File: src/hdl/rau_pkg.sv
`timescale 1ns / 1ps
`default_nettype none
// ----------------------------------------------------------------------------
// Rational arithmetic unit package
// Shared constants, operation codes and controller/datapath interface types.
// ----------------------------------------------------------------------------
package rau_pkg;

  // Default operand width (numerators and denominators)
  localparam int OPERAND_WIDTH_DEF = 16;

  // Fixed result field widths
  localparam int NUM_W = 33;
  localparam int DEN_W = 31;
  localparam int CMD_W = 2;

  // Operation codes carried by the cmd field
  typedef enum logic [CMD_W-1:0] {
    CMD_MUL = 2'd0,
    CMD_ADD = 2'd1,
    CMD_SUB = 2'd2,
    CMD_DIV = 2'd3
  } cmd_t;

  // Datapath operation issued by the controller each cycle
  typedef enum logic [3:0] {
    OP_NONE,
    OP_LOAD,
    OP_MUL_N,
    OP_MUL_D,
    OP_MUL_T,
    OP_SUM,
    OP_GCD,
    OP_GLOAD,
    OP_DIV,
    OP_OUT
  } dp_op_t;

  // Datapath status back to the controller
  typedef struct packed {
    logic err;       // zero denominator or divide by zero
    logic addsub;    // item is an add or subtract
    logic gcd_done;  // GCD working value reached zero
  } dp_stat_t;

endpackage
`default_nettype wire

File: src/hdl/rau_dpath.sv
`timescale 1ns / 1ps
`default_nettype none
// ----------------------------------------------------------------------------
// Rational arithmetic datapath
// Operand latch, shared multiplier, signed add, binary GCD and a dual
// restoring divider that reduces numerator and denominator by the GCD.
// ----------------------------------------------------------------------------
module rau_dpath #(
  parameter int OPERAND_WIDTH = rau_pkg::OPERAND_WIDTH_DEF
) (
  input  wire logic                       clk,
  input  wire logic                       rst,
  input  wire rau_pkg::dp_op_t            op,
  input  wire logic [rau_pkg::CMD_W-1:0]  cmd,
  input  wire logic [OPERAND_WIDTH-1:0]   num_a,
  input  wire logic [OPERAND_WIDTH-1:0]   den_a,
  input  wire logic [OPERAND_WIDTH-1:0]   num_b,
  input  wire logic [OPERAND_WIDTH-1:0]   den_b,
  output rau_pkg::dp_stat_t               stat,
  output logic [rau_pkg::NUM_W-1:0]       res_num,
  output logic [rau_pkg::DEN_W-1:0]       res_den,
  output logic                            div_zero
);

  localparam int W  = OPERAND_WIDTH;
  localparam int MW = 2 * OPERAND_WIDTH;
  localparam int KW = $clog2(MW);
  localparam int XW = (MW > rau_pkg::NUM_W) ? MW : rau_pkg::NUM_W;

  // Latched operands in sign/magnitude form
  rau_pkg::cmd_t  cmd_r;
  logic           na_neg, da_neg, nb_neg, db_neg;
  logic [W-1:0]   na_mag, da_mag, nb_mag, db_mag;

  // Products: numerator term, denominator, second numerator term
  logic [MW-1:0]  pn_mag, pd_mag, pt_mag;
  logic           pn_neg, pd_neg, pt_neg;

  // Reduction state
  logic [MW-1:0]  n_mag, d_mag;
  logic           neg_r;
  logic [MW-1:0]  ga, gb, g;
  logic [KW-1:0]  k;
  logic [MW-1:0]  rn, rd, qn, qd;

  // Multiplier operand selection
  logic [W-1:0]   ma, mb;
  logic           sa, sb;
  logic [MW-1:0]  prod;
  logic           prod_neg;

  always_comb begin
    case (op)
      rau_pkg::OP_MUL_D: begin
        ma = da_mag;
        sa = da_neg;
        mb = (cmd_r == rau_pkg::CMD_DIV) ? nb_mag : db_mag;
        sb = (cmd_r == rau_pkg::CMD_DIV) ? nb_neg : db_neg;
      end
      rau_pkg::OP_MUL_T: begin
        ma = nb_mag;
        sa = nb_neg;
        mb = da_mag;
        sb = da_neg;
      end
      default: begin
        ma = na_mag;
        sa = na_neg;
        mb = (cmd_r == rau_pkg::CMD_MUL) ? nb_mag : db_mag;
        sb = (cmd_r == rau_pkg::CMD_MUL) ? nb_neg : db_neg;
      end
    endcase
  end

  assign prod     = MW'(ma) * MW'(mb);
  assign prod_neg = (sa ^ sb) && (prod != '0);

  // Signed add of the two numerator terms (second term negated for subtract)
  logic           addsub, t_neg, s_neg, nn_neg;
  logic [MW-1:0]  s_mag, nn_mag;

  assign addsub = (cmd_r == rau_pkg::CMD_ADD) || (cmd_r == rau_pkg::CMD_SUB);
  assign t_neg  = pt_neg ^ ((cmd_r == rau_pkg::CMD_SUB) && (pt_mag != '0));

  always_comb begin
    if (pn_neg == t_neg) begin
      s_mag = pn_mag + pt_mag;
      s_neg = pn_neg;
    end else if (pn_mag >= pt_mag) begin
      s_mag = pn_mag - pt_mag;
      s_neg = pn_neg;
    end else begin
      s_mag = pt_mag - pn_mag;
      s_neg = t_neg;
    end
    nn_mag = addsub ? s_mag : pn_mag;
    nn_neg = addsub ? (s_neg && (s_mag != '0)) : pn_neg;
  end

  // One binary GCD step
  logic [MW-1:0]  ga_next, gb_next, gdiff;
  logic [KW-1:0]  k_next;
  logic           g_ge;

  assign g_ge  = ga >= gb;
  assign gdiff = g_ge ? (ga - gb) : (gb - ga);

  always_comb begin
    ga_next = ga;
    gb_next = gb;
    k_next  = k;
    case ({ga[0], gb[0]})
      2'b00: begin
        ga_next = ga >> 1;
        gb_next = gb >> 1;
        k_next  = k + KW'(1);
      end
      2'b01: ga_next = ga >> 1;
      2'b10: gb_next = gb >> 1;
      default: begin
        if (g_ge) begin
          ga_next = gdiff >> 1;
        end else begin
          gb_next = gdiff >> 1;
        end
      end
    endcase
  end

  // One restoring division step on both quotients
  logic [MW:0]    tn, td, gx;
  logic           tn_ge, td_ge;

  assign gx    = {1'b0, g};
  assign tn    = {rn, qn[MW-1]};
  assign td    = {rd, qd[MW-1]};
  assign tn_ge = tn >= gx;
  assign td_ge = td >= gx;

  // Result formatting
  logic [XW-1:0]  qn_x, qd_x, num_x;

  assign qn_x  = XW'(qn);
  assign qd_x  = XW'(qd);
  assign num_x = neg_r ? (~qn_x + XW'(1)) : qn_x;

  // Sequential datapath
  always_ff @(posedge clk) begin
    case (op)
      rau_pkg::OP_LOAD: begin
        cmd_r  <= rau_pkg::cmd_t'(cmd);
        na_neg <= num_a[W-1];
        da_neg <= den_a[W-1];
        nb_neg <= num_b[W-1];
        db_neg <= den_b[W-1];
        na_mag <= num_a[W-1] ? (~num_a + W'(1)) : num_a;
        da_mag <= den_a[W-1] ? (~den_a + W'(1)) : den_a;
        nb_mag <= num_b[W-1] ? (~num_b + W'(1)) : num_b;
        db_mag <= den_b[W-1] ? (~den_b + W'(1)) : den_b;
      end
      rau_pkg::OP_MUL_N: begin
        pn_mag <= prod;
        pn_neg <= prod_neg;
        pt_mag <= '0;
        pt_neg <= 1'b0;
      end
      rau_pkg::OP_MUL_D: begin
        pd_mag <= prod;
        pd_neg <= prod_neg;
      end
      rau_pkg::OP_MUL_T: begin
        pt_mag <= prod;
        pt_neg <= prod_neg;
      end
      rau_pkg::OP_SUM: begin
        n_mag <= nn_mag;
        d_mag <= pd_mag;
        neg_r <= (nn_neg ^ pd_neg) && (nn_mag != '0);
        ga    <= nn_mag;
        gb    <= pd_mag;
        k     <= '0;
      end
      rau_pkg::OP_GCD: begin
        ga <= ga_next;
        gb <= gb_next;
        k  <= k_next;
      end
      rau_pkg::OP_GLOAD: begin
        g  <= gb << k;
        rn <= '0;
        rd <= '0;
        qn <= n_mag;
        qd <= d_mag;
      end
      rau_pkg::OP_DIV: begin
        rn <= tn_ge ? MW'(tn - gx) : tn[MW-1:0];
        rd <= td_ge ? MW'(td - gx) : td[MW-1:0];
        qn <= {qn[MW-2:0], tn_ge};
        qd <= {qd[MW-2:0], td_ge};
      end
      rau_pkg::OP_OUT: begin
        div_zero <= stat.err;
        res_num  <= stat.err ? '0 : num_x[rau_pkg::NUM_W-1:0];
        res_den  <= stat.err ? rau_pkg::DEN_W'(1) : qd_x[rau_pkg::DEN_W-1:0];
      end
      default: ;
    endcase
  end

  // Status to controller
  assign stat.err      = (da_mag == '0) || (db_mag == '0) ||
                         ((cmd_r == rau_pkg::CMD_DIV) && (nb_mag == '0));
  assign stat.addsub   = addsub;
  assign stat.gcd_done = (ga == '0);

  // The GCD partner value never reaches zero while iterating
  a_gcd_gb_nonzero: assert property (@(posedge clk) disable iff (rst)
    (op == rau_pkg::OP_GCD) |-> (gb != '0))
    else $error("GCD working value gb is zero");

  // The divisor handed to the divider is never zero
  a_divisor_nonzero: assert property (@(posedge clk) disable iff (rst)
    (op == rau_pkg::OP_GLOAD) |=> (g != '0))
    else $error("GCD result is zero");

endmodule
`default_nettype wire

File: src/hdl/rau_ctrl.sv
`timescale 1ns / 1ps
`default_nettype none
// ----------------------------------------------------------------------------
// Rational arithmetic controller
// Sequences products, sum, GCD and division for one item at a time and
// owns the output valid flag.
// ----------------------------------------------------------------------------
module rau_ctrl #(
  parameter int OPERAND_WIDTH = rau_pkg::OPERAND_WIDTH_DEF
) (
  input  wire logic               clk,
  input  wire logic               rst,
  input  wire logic               s_tvalid,
  output logic                    s_tready,
  output logic                    m_tvalid,
  input  wire logic               m_tready,
  input  wire rau_pkg::dp_stat_t  stat,
  output rau_pkg::dp_op_t         op
);

  localparam int MW = 2 * OPERAND_WIDTH;
  localparam int CW = $clog2(MW);

  typedef enum logic [3:0] {
    S_IDLE,
    S_MUL_N,
    S_MUL_D,
    S_MUL_T,
    S_SUM,
    S_GCD,
    S_DIV,
    S_DONE
  } state_t;

  state_t         state, state_next;
  logic [CW-1:0]  cnt, cnt_next;
  logic           out_load;

  // Next state and datapath command
  always_comb begin
    state_next = state;
    cnt_next   = cnt;
    op         = rau_pkg::OP_NONE;
    out_load   = 1'b0;
    s_tready   = (state == S_IDLE);
    case (state)
      S_IDLE: begin
        if (s_tvalid) begin
          op         = rau_pkg::OP_LOAD;
          state_next = S_MUL_N;
        end
      end
      S_MUL_N: begin
        if (stat.err) begin
          state_next = S_DONE;
        end else begin
          op         = rau_pkg::OP_MUL_N;
          state_next = S_MUL_D;
        end
      end
      S_MUL_D: begin
        op         = rau_pkg::OP_MUL_D;
        state_next = stat.addsub ? S_MUL_T : S_SUM;
      end
      S_MUL_T: begin
        op         = rau_pkg::OP_MUL_T;
        state_next = S_SUM;
      end
      S_SUM: begin
        op         = rau_pkg::OP_SUM;
        state_next = S_GCD;
      end
      S_GCD: begin
        if (stat.gcd_done) begin
          op         = rau_pkg::OP_GLOAD;
          cnt_next   = CW'(MW - 1);
          state_next = S_DIV;
        end else begin
          op = rau_pkg::OP_GCD;
        end
      end
      S_DIV: begin
        op = rau_pkg::OP_DIV;
        if (cnt == '0) begin
          state_next = S_DONE;
        end else begin
          cnt_next = cnt - CW'(1);
        end
      end
      S_DONE: begin
        if (!m_tvalid || m_tready) begin
          op         = rau_pkg::OP_OUT;
          out_load   = 1'b1;
          state_next = S_IDLE;
        end
      end
      default: state_next = S_IDLE;
    endcase
  end

  // State, counter and output valid
  always_ff @(posedge clk) begin
    if (rst) begin
      state    <= S_IDLE;
      cnt      <= '0;
      m_tvalid <= 1'b0;
    end else begin
      state <= state_next;
      cnt   <= cnt_next;
      if (out_load) begin
        m_tvalid <= 1'b1;
      end else if (m_tready) begin
        m_tvalid <= 1'b0;
      end
    end
  end

  // Only one item in flight: no accept right after an accept
  a_one_in_flight: assert property (@(posedge clk) disable iff (rst)
    (s_tvalid && s_tready) |=> !s_tready)
    else $error("second item accepted while busy");

  // A new result only appears out of the done state
  a_result_from_done: assert property (@(posedge clk) disable iff (rst)
    $rose(m_tvalid) |-> $past(state == S_DONE))
    else $error("result valid raised outside done state");

endmodule
`default_nettype wire

File: src/hdl/rational_arithmetic_unit.sv
`timescale 1ns / 1ps
`default_nettype none
// ----------------------------------------------------------------------------
// Rational arithmetic unit
// Multiplies, adds, subtracts or divides two signed fractions and returns
// the result reduced to lowest terms with a positive denominator.
// ----------------------------------------------------------------------------
//  Channel  Dir  Handshake            Contents
//  s_*      in   s_tvalid / s_tready  cmd, num_a, den_a, num_b, den_b
//  m_*      out  m_tvalid / m_tready  res_num, res_den; div_zero in tuser
//
//  One item at a time. An item takes an accept step, two or three products
//  (one shared multiplier), a sum, binary GCD steps and one restoring divide
//  step per quotient bit, MW = 2*OPERAND_WIDTH bits, then the output register.
//  Zero-denominator and divide-by-zero items skip the products, sum, GCD and
//  divide and go straight to the output register.
//  rst is synchronous and clears the controller; a result waiting in the
//  output register does not block accepting the next item.
// ----------------------------------------------------------------------------
module rational_arithmetic_unit #(
  parameter int OPERAND_WIDTH = rau_pkg::OPERAND_WIDTH_DEF
) (
  input  wire logic                                      clk,
  input  wire logic                                      rst,
  input  wire logic                                      s_tvalid,
  output logic                                           s_tready,
  // cmd, num_a, den_a, num_b, den_b (lowest bit up), zero padded
  input  wire logic [((rau_pkg::CMD_W + 4 * OPERAND_WIDTH + 7) / 8) * 8 - 1:0] s_tdata,
  output logic                                           m_tvalid,
  input  wire logic                                      m_tready,
  // res_num, res_den (lowest bit up)
  output logic [rau_pkg::NUM_W + rau_pkg::DEN_W - 1:0]   m_tdata,
  // div_zero
  output logic                                           m_tuser
);

  localparam int W = OPERAND_WIDTH;
  localparam int C = rau_pkg::CMD_W;

  // Input field unpacking
  logic [C-1:0]  cmd;
  logic [W-1:0]  num_a, den_a, num_b, den_b;

  assign cmd   = s_tdata[C-1:0];
  assign num_a = s_tdata[C + W - 1:C];
  assign den_a = s_tdata[C + 2 * W - 1:C + W];
  assign num_b = s_tdata[C + 3 * W - 1:C + 2 * W];
  assign den_b = s_tdata[C + 4 * W - 1:C + 3 * W];

  rau_pkg::dp_op_t             op;
  rau_pkg::dp_stat_t           stat;
  logic [rau_pkg::NUM_W-1:0]   res_num;
  logic [rau_pkg::DEN_W-1:0]   res_den;
  logic                        div_zero;

  rau_ctrl #(
    .OPERAND_WIDTH (OPERAND_WIDTH)
  ) u_ctrl (
    .clk      (clk),
    .rst      (rst),
    .s_tvalid (s_tvalid),
    .s_tready (s_tready),
    .m_tvalid (m_tvalid),
    .m_tready (m_tready),
    .stat     (stat),
    .op       (op)
  );

  rau_dpath #(
    .OPERAND_WIDTH (OPERAND_WIDTH)
  ) u_dpath (
    .clk      (clk),
    .rst      (rst),
    .op       (op),
    .cmd      (cmd),
    .num_a    (num_a),
    .den_a    (den_a),
    .num_b    (num_b),
    .den_b    (den_b),
    .stat     (stat),
    .res_num  (res_num),
    .res_den  (res_den),
    .div_zero (div_zero)
  );

  // Result packing
  assign m_tdata = {res_den, res_num};
  assign m_tuser = div_zero;

endmodule
`default_nettype wire

File: config.mk
export PLATFORM = sky130hd
export DESIGN_NAME = rational_arithmetic_unit
export DESIGN_NICKNAME = d
export VERILOG_FILES = /design/src/hdl/rau_pkg.sv /design/src/hdl/rau_dpath.sv /design/src/hdl/rau_ctrl.sv /design/src/hdl/rational_arithmetic_unit.sv
export SDC_FILE = /design/constraint.sdc
export NUM_CORES = 2
export LEC_CHECK = 0
export BUFFER_PORTS_ARGS = -buffer_cell sky130_fd_sc_hd__buf_2
export CAP_MARGIN = 25
export CELL_PAD_IN_SITES_DETAIL_PLACEMENT = 1
export CELL_PAD_IN_SITES_GLOBAL_PLACEMENT = 1
export CORE_ASPECT_RATIO = 1.2
export CORE_MARGIN = 3
export CORE_UTILIZATION = 30
export CTS_CLUSTER_SIZE = 20
export DETAILED_ROUTE_END_ITERATION = 16
export GPL_TIMING_DRIVEN = 0
export MAX_ROUTING_LAYER = met4
export PLACE_DENSITY_LB_ADDON = 0.1
export SLEW_MARGIN = 20
export SYNTH_ARGS = -nofsm -noshare
export SYNTH_HDL_FRONTEND = slang
export SYNTH_SLANG_ARGS = --single-unit
File: constraint.sdc
create_clock -name clk -period 19.8 [get_ports clk]
set_input_delay 1.98 -clock clk [delete_from_list [all_inputs] [get_ports clk]]
set_output_delay 1.98 -clock clk [all_outputs]
set_load 0.005 [all_outputs]
==> flow_summary.yaml <==
placed_design:
  gp_congestion: 0.939
  dpl.hpwl_um: 153000
  portBuffers: 135
clocking:
  cts_max_level: 3
  postCtsHoldBufs: 0
  clockBufferDepth: 3
  post_cts_buffers: 0
  root_buffer: "clkbuf_16"
  cts.sinks: 537
  cts-resized-gates: 0
  cts_buffers: 67
  cts.reportedPaths.clkPinSlew_ns: 0.06
  clock_latency_ns: 0.68
  cts_tree: "done"
floorplanning:
  pin_count: 143
  die_x_um: 362
  dieArea_mm2: 0.157
  start_util: 0.303
  die_h_um: 434
  core_mm2: 0.151
  fp-row-count: 156
final_layout:
  syn2layout_area_growth_pct: 12.9
  drive_gt1_frac: 0.0696
  post-route-util: 0.342
  largest-register: "u_dpath.res_num"
  largest_reg_flops: 33
  nNetsFinal: 5838
timing:
  min_period_over_period: 0.552
  setup_viol: 0
  timing.hold.ws_ns: 0.461
  final_hold_viol_count: 0
  worstMarginPinSlew_ns: 1.22
  timing.fmax_ghz: 0.0914
  slew-limit-headroom: 0.187
  rsz0062_at_grt: "no"
  final.setup_skew_ns: 0.0202
  finalSetupTns_ns: 0
  slew_viol_final: 0
  finalCriticalPeriod_ns: 10.94
worst_setup_path:
  crit_type: "reg -> reg"
  worstPathArrival_ns: 11.28
  crit_path_max_incr_delay_ns: 0.81
  cp_slowest_cell: "a2111oi_0"
  critPathRequiredTime_ns: 20.15
  startpoint_type: "register"
  endpoint_kind: "register"
  critPathMostFrequentCell: "fa_1"
  worstPathMaxFanout: 10
synthesis:
  ys_types: 93
  synthTopCellsByCount: "nand2_1, edfxtp_1, inv_1, nor2_1, ha_1"
  synthesis.area_per_instance_um2: 9.17
  postSynth.topFlopCell: "edfxtp_1"
  syn-cell-area_mm2: 0.0457
  synth_area_leaders: "edfxtp_1, ha_1, fa_1"
  synth_edf_count: 528
  syn_nets: 5603
  async_flop_share: 0
  yosysSeqAreaShare: 0.351
  yosysMostFrequentCell: "nand2_1"
  synth_largest_area_cell: "edfxtp_1"
  ys_ff_latch: 537
  yosysWarnings: 0
  synth_top_area_frac: 0.347
  syn_inst: 4989
global_route:
  grt.overflow.total: 0
  grt_usage: 0.241
  grt_max_degree: 56
  antenna_found_initial: 9
  grt_pass1_vias: 39800
  grt_pass1_wl_um: 273000
detailed_routing:
  wl_per_cell_um: 25.7
  drc: 0
  antenna_left: 0
  dr.pass1.iters: 5
  vias: 38300
  drt_wl_total_um: 187000
  initialDrtViolationCount: 2407
  via_per_inst: 5.28
flow_run:
  cap_viol_max_count: 0
outcome:
  status: "completed"
hold_path:
  hold_class: "reg -> reg"
per-layer routing:
layer / vias up / part of all wire / global-route usage
li1: 17900 / - / -
met1: 19400 / 0.44 / 0.302
met2: 771 / 0.50 / 0.418
met3: 220 / 0.033 / 0.0195
met4: 0 / 0.028 / 0.0682
met5: - / 0 / -
cell type report:
class | instances | area [µm²]
Antenna cell | 2 | 5.00
Buffer | 221 | 847
Clock buffer | 81 | 1770
Clock inverter | 39 | 397
Fill cell | 17500 | 99500
Inverter | 499 | 1880
Multi-Input combinational cell | 3732 | 27100
Sequential cell | 537 | 16000
Tap cell | 1975 | 2470
Timing Repair Buffer | 166 | 1100
worst max-delay path, delay by kind of cell, from the launching register on:
family                   cells  cell delay, ns
AO/OA/AOI/OAI                8            2.91
XOR/XNOR                     1            0.42
buffers and inverters        7            1.92
adder cells (fa/ha/maj)      8            3.48
multiplexers                 1            0.26
flip-flops                   1            0.41
AND/OR/NAND/NOR              6            1.19
path summary, 6_finish.rpt:
kind	startpoint	slack, ns	cells after the start	endpoint
worst min-delay path	u_dpath.pd_mag[31]	0.46	0	u_dpath.d_mag[31]
worst min register to register	u_dpath.pd_mag[31]	0.46	0	u_dpath.d_mag[31]
worst max register to register	u_dpath.cmd_r[1]	8.86	31	u_dpath.pd_neg
worst max-delay path	u_dpath.cmd_r[1]	8.86	31	u_dpath.pd_neg
cells in the final DEF, fill, tap and decap left out, drive strengths merged, types with 42 or more instances in the layout:
cell type	instances
fa	201
nor3	80
clkbuf	265
nand2	658
nor2	488
o31ai	42
buf	203
nand4	52
ha	337
inv	502
xor2	66
and2	50
a31oi	45
a211oi	62
o21ai	245
a21o	102
a21oi	330
nand2b	49
edfxtp	528
mux2i	160
xnor2	174
nor4	47
nand3	50
through the flow:
stage / setup slack (ns) / cells / area (µm²)
6_report: 8.86 / 7252 / 51600
5_1_grt: 8.32 / 7250 / 51600
3_3_place_gp: 8.67 / 7099 / 48900
4_1_cts: 8.85 / 7246 / 51600
2_1_floorplan: 11.51 / 4989 / 45700
3_5_place_dp: 8.92 / 7126 / 49400
logic make-up (layout without fill, tap and decap cells):
group	Yosys count	after routing	share of synthesized area
AO/OA/AOI/OAI	1115	1115	0.156
XOR/XNOR	242	242	0.0469
adder cells (fa/ha/maj)	538	538	0.180
buffers and inverters	720	1006	0.0594
flip-flops	537	537	0.351
multiplexers	188	188	0.0449
other	0	2	0
AND/OR/NAND/NOR	1649	1649	0.162
Power is left out: the tool's default activity adds up to more than one toggle a clock period on the data nets, which glitch-free logic cannot reach.
